## src/sv/twbc_pkg.sv

```systemverilog
`timescale 1ns / 1ps
`default_nettype none
// ----------------------------------------------------------------------------
// twbc_pkg
// Shared types and codes of the two-way write-back block cache: function and
// result codes, the result record and the size of the result queue.
// ----------------------------------------------------------------------------
package twbc_pkg;

  localparam int TAG_W  = 12;
  localparam int DATA_W = 8;
  localparam int KIND_W = 3;
  localparam int FUNC_W = 2;

  // Input function codes
  localparam logic [FUNC_W-1:0] FUNC_READ  = 2'd0;
  localparam logic [FUNC_W-1:0] FUNC_WRITE = 2'd1;
  localparam logic [FUNC_W-1:0] FUNC_FILL  = 2'd2;
  localparam logic [FUNC_W-1:0] FUNC_DRAIN = 2'd3;

  // Result kind codes
  localparam logic [KIND_W-1:0] KIND_READ_DATA  = 3'd0;
  localparam logic [KIND_W-1:0] KIND_WRITE_DONE = 3'd1;
  localparam logic [KIND_W-1:0] KIND_WB_REQ     = 3'd2;
  localparam logic [KIND_W-1:0] KIND_FILL_REQ   = 3'd3;
  localparam logic [KIND_W-1:0] KIND_DRAINED    = 3'd4;
  localparam logic [KIND_W-1:0] KIND_REJECT     = 3'd5;

  // Result queue geometry
  localparam int OUT_DEPTH = 4;
  localparam int OUT_PTR_W = 2;
  localparam int OUT_CNT_W = 3;

  typedef struct packed {
    logic [KIND_W-1:0] kind;
    logic [TAG_W-1:0]  line_tag;
    logic              way;
    logic [DATA_W-1:0] read_data;
    logic              last;
  } result_t;

endpackage
`default_nettype wire

```

## src/sv/twbc_out_fifo.sv

```systemverilog
`timescale 1ns / 1ps
`default_nettype none
// ----------------------------------------------------------------------------
// twbc_out_fifo
// Small result queue: takes up to two results per cycle, hands out one per
// transfer on the output channel.
// ----------------------------------------------------------------------------
module twbc_out_fifo
  import twbc_pkg::*;
(
  input  logic                 clk,
  input  logic                 rst,
  input  logic                 push0,
  input  logic                 push1,
  input  result_t              din0,
  input  result_t              din1,
  output logic                 out_valid,
  input  logic                 out_ready,
  output result_t              dout,
  output logic [OUT_CNT_W-1:0] count
);

  result_t              mem [OUT_DEPTH];
  logic [OUT_PTR_W-1:0] wr_ptr;
  logic [OUT_PTR_W-1:0] wr_ptr_inc;
  logic [OUT_PTR_W-1:0] rd_ptr;
  logic [1:0]           n_push;
  logic                 pop;

  assign out_valid  = (count != '0);
  assign dout       = mem[rd_ptr];
  assign pop        = out_valid && out_ready;
  assign n_push     = {1'b0, push0} + {1'b0, push1};
  assign wr_ptr_inc = wr_ptr + OUT_PTR_W'(1);

  // Advance pointers and occupancy
  always_ff @(posedge clk) begin
    if (rst) begin
      wr_ptr <= '0;
      rd_ptr <= '0;
      count  <= '0;
    end else begin
      wr_ptr <= wr_ptr + OUT_PTR_W'(n_push);
      rd_ptr <= rd_ptr + OUT_PTR_W'(pop);
      count  <= count + OUT_CNT_W'(n_push) - OUT_CNT_W'(pop);
    end
  end

  // Store incoming results
  always_ff @(posedge clk) begin
    if (push0) begin
      mem[wr_ptr] <= din0;
    end
    if (push1) begin
      mem[wr_ptr_inc] <= din1;
    end
  end

endmodule
`default_nettype wire

```

## config.mk

```make
export PLATFORM = sky130hd
export DESIGN_NAME = twbc_out_fifo
export DESIGN_NICKNAME = d
export VERILOG_FILES = /design/src/sv/twbc_pkg.sv /design/src/sv/twbc_out_fifo.sv
export SDC_FILE = /design/constraint.sdc
export NUM_CORES = 1
export LEC_CHECK = 0
export ABC_AREA = 1
export BUFFER_PORTS_ARGS = -buffer_cell sky130_fd_sc_hd__buf_2
export CELL_PAD_IN_SITES_DETAIL_PLACEMENT = 1
export CELL_PAD_IN_SITES_GLOBAL_PLACEMENT = 1
export CORE_AREA = 2 2 109 111
export CTS_CLUSTER_DIAMETER = 40
export CTS_CLUSTER_SIZE = 40
export DETAILED_ROUTE_END_ITERATION = 10
export DIE_AREA = 0 0 111 113
export HOLD_SLACK_MARGIN = 0.02
export PLACE_DENSITY = 0.83
export REMOVE_ABC_BUFFERS = 1
export SYNTH_ARGS = -nofsm -noshare
export SYNTH_HDL_FRONTEND = slang
export SYNTH_SLANG_ARGS = --single-unit
export TNS_END_PERCENT = 50
```

## constraint.sdc

```tcl
create_clock -name clk -period 5.8 [get_ports clk]
set_input_delay 0.29 -clock clk [delete_from_list [all_inputs] [get_ports clk]]
set_output_delay 0.29 -clock clk [all_outputs]
set_load 0.03 [all_outputs]
```

==> results.yml <==
place:
  dp_slack_ns: 3.21
  post_dp_cell_area_um2: 5690
  dp_hpwl_um: 8390
  place.gp.congestion: 0.780
  io_buffers: 83
pwr:
  leakage_nw: 2.50
  power_density_nw_per_um2: 403
  ir_drop_uv: 245
layout:
  nFillCells: 1314
  register_area_um2: 3140
  multi_input_area_um2: 1770
  syn2layout_area_growth_pct: 16.6
  final_common_cell: "nand2_1"
  final_cell_mix: "nand2_1, o21ai_0, edfxtp_1"
  final_net_count: 670
  layout-drive-gt1-share: 0.185
  diodes: 0
  final_area_um2: 6000
worst_setup_path:
  crit_required_ns: 5.51
  cp-start-kind: "register"
  end_kind: "output pin"
  critPathMaxFanout: 53
  critPathKind: "register to output pin"
  crit_arrival_ns: 2.68
synthesis:
  ys_types: 20
  synth-seq-cells: 107
  synth_top_area_share: 0.583
  synthTopCellsByArea: "edfxtp_1, o21ai_0, nand2_1, o21ai_1, nor2_1"
  yosys_warnings: 0
  synth_area_um2: 5150
  synthCells: 546
  synth.avg_cell_area_um2: 9.43
  yosysTopAreaCell: "edfxtp_1"
  yosysSeqAreaShare: 0.610
drt:
  first_iter_violations: 169
  vias_per_cell: 5.54
  first_pass_iters: 4
  routed_wirelength_um: 13900
  num_vias: 4200
  antenna_left: 0
  wl_per_cell_um: 18.3
  drcViolationCount: 0
global_routing:
  antenna_found_initial: 0
  grt_first_pass_wirelength_um: 21900
  grt_pass1_vias: 4414
  grt-ovfl-total: 0
  track_usage: 0.226
  grt_max_degree: 54
sta:
  min_period_ns: 2.97
  fmax_ghz: 0.337
  skew_ns: 0.00729
  worstMarginPinSlew_ns: 1.29
  rsz0062_at_grt: "false"
  slew_viol_final: 0
  setup_tns_ns: 0
  relSlewSlack: 0.140
  period_share: 0.512
  setup_viol: 0
  layout_setup_ws_ns: 2.83
  hold_violations: 0
  hold_slack_ns: 0.130
floorplan:
  rows: 39
  die_area_um2: 12500
  start_util: 0.457
  io_pins: 84
  die_w_um: 111
  coreArea_um2: 11300
  die_h_um: 113
clock_tree:
  htree_levels: 3
  clockBufferDepth: 2
  ctsResizeCount: 0
  numCtsBuffers: 9
  path_clk_slew_ns: 0.07
  cts.sinks: 107
  root_buffer: "clkbuf_16"
  cts_setup_buffers: 0
  holdBufCountCts: 0
  cts_tree: "built"
  worstSkewPairLatency_ns: 0.35
outcome:
  outcome: "finished clean"
flow_run:
  cap_violations: 0
hold_path:
  hold_path.class: "primary input to register"
## state kept, by name (all words and copies together) (netlist names)
register	flops
rd_ptr	2
wr_ptr	2
mem	100
count	3
## cell families (layout without fill, tap and decap cells)
group           Yosys count  count (layout)  synth area share
fa+ha+maj                 5               5            0.0136
compound gates          179             179             0.181
xor+xnor                  2               2           0.00340
simple gates            180             180             0.133
flops                   107             107             0.610
buf+inv                  73             142            0.0581
## cell type report
cell class,instances,share of cell area
well taps,143,0.0298
inverters,38,0.0238
clock buffers,10,0.0381
multi-input cells,366,0.294
clock inverters,6,0.0148
repair buffers,88,0.0754
flip-flops and latches,107,0.524
## routing by layer
| layer | GRT usage | vias to the layer above | part of all wire |
|---|---|---|---|
| met5 | 0 | - | 0 |
| li1 | - | 2026 | - |
| met3 | 0.0273 | 31 | 0.045 |
| met4 | 0.109 | 0 | 0.029 |
| met2 | 0.416 | 111 | 0.53 |
| met1 | 0.263 | 2032 | 0.39 |
## worst paths after layout
check                              end                 start  depth (start not counted)  slack [ns]
setup reg to reg  mem[3][24]$_DFFE_PP_  wr_ptr[0]$_SDFF_PP0_                          4        3.28
setup / recovery              dout[20]  rd_ptr[0]$_SDFF_PP0_                          4        2.83
hold / removal    wr_ptr[0]$_SDFF_PP0_                   rst                          2        0.13
hold reg to reg    count[2]$_SDFF_PP0_   count[2]$_SDFF_PP0_                          2        0.53
## metrics by stage
step                 util  power [mW]  instances
floorplan               -        1.51        511
global placement    0.504        1.75        742
detailed placement  0.504        1.78        742
CTS                 0.533        2.43        758
global route        0.533        2.54        758
finish              0.533        2.42        758
## worst max-delay path, stage by stage, from the launching register on
cell and delay (ns):
dfxtp_2 0.96, inv_2 0.62, o21ai_0 0.39, o22ai_1 0.13, buf_2 0.20
## cells in the mapped netlist
master / instances
nand2_1: 114
o21ai_0: 103
edfxtp_1: 100
nor2_1: 60
o21ai_1: 47
inv_1: 35
o22ai_1: 25
buf_2: 20
clkbuf_1: 15
dfxtp_1: 7
ha_1: 4
nand3_1: 4
inv_2: 3
o31ai_1: 3
a21oi_1: 1
fa_1: 1
nand4_1: 1
or2_2: 1
xnor2_1: 1
xor2_1: 1
## report_power, final
part | switching [mW] | internal, mW | total [mW]
Clock | 0.273 | 0.379 | 0.653
Sequential | 0.0630 | 0.973 | 1.04
Combinational | 0.532 | 0.200 | 0.732
Total | 0.868 | 1.55 | 2.42
No activity file was read; power rests on OpenSTA's default activity.
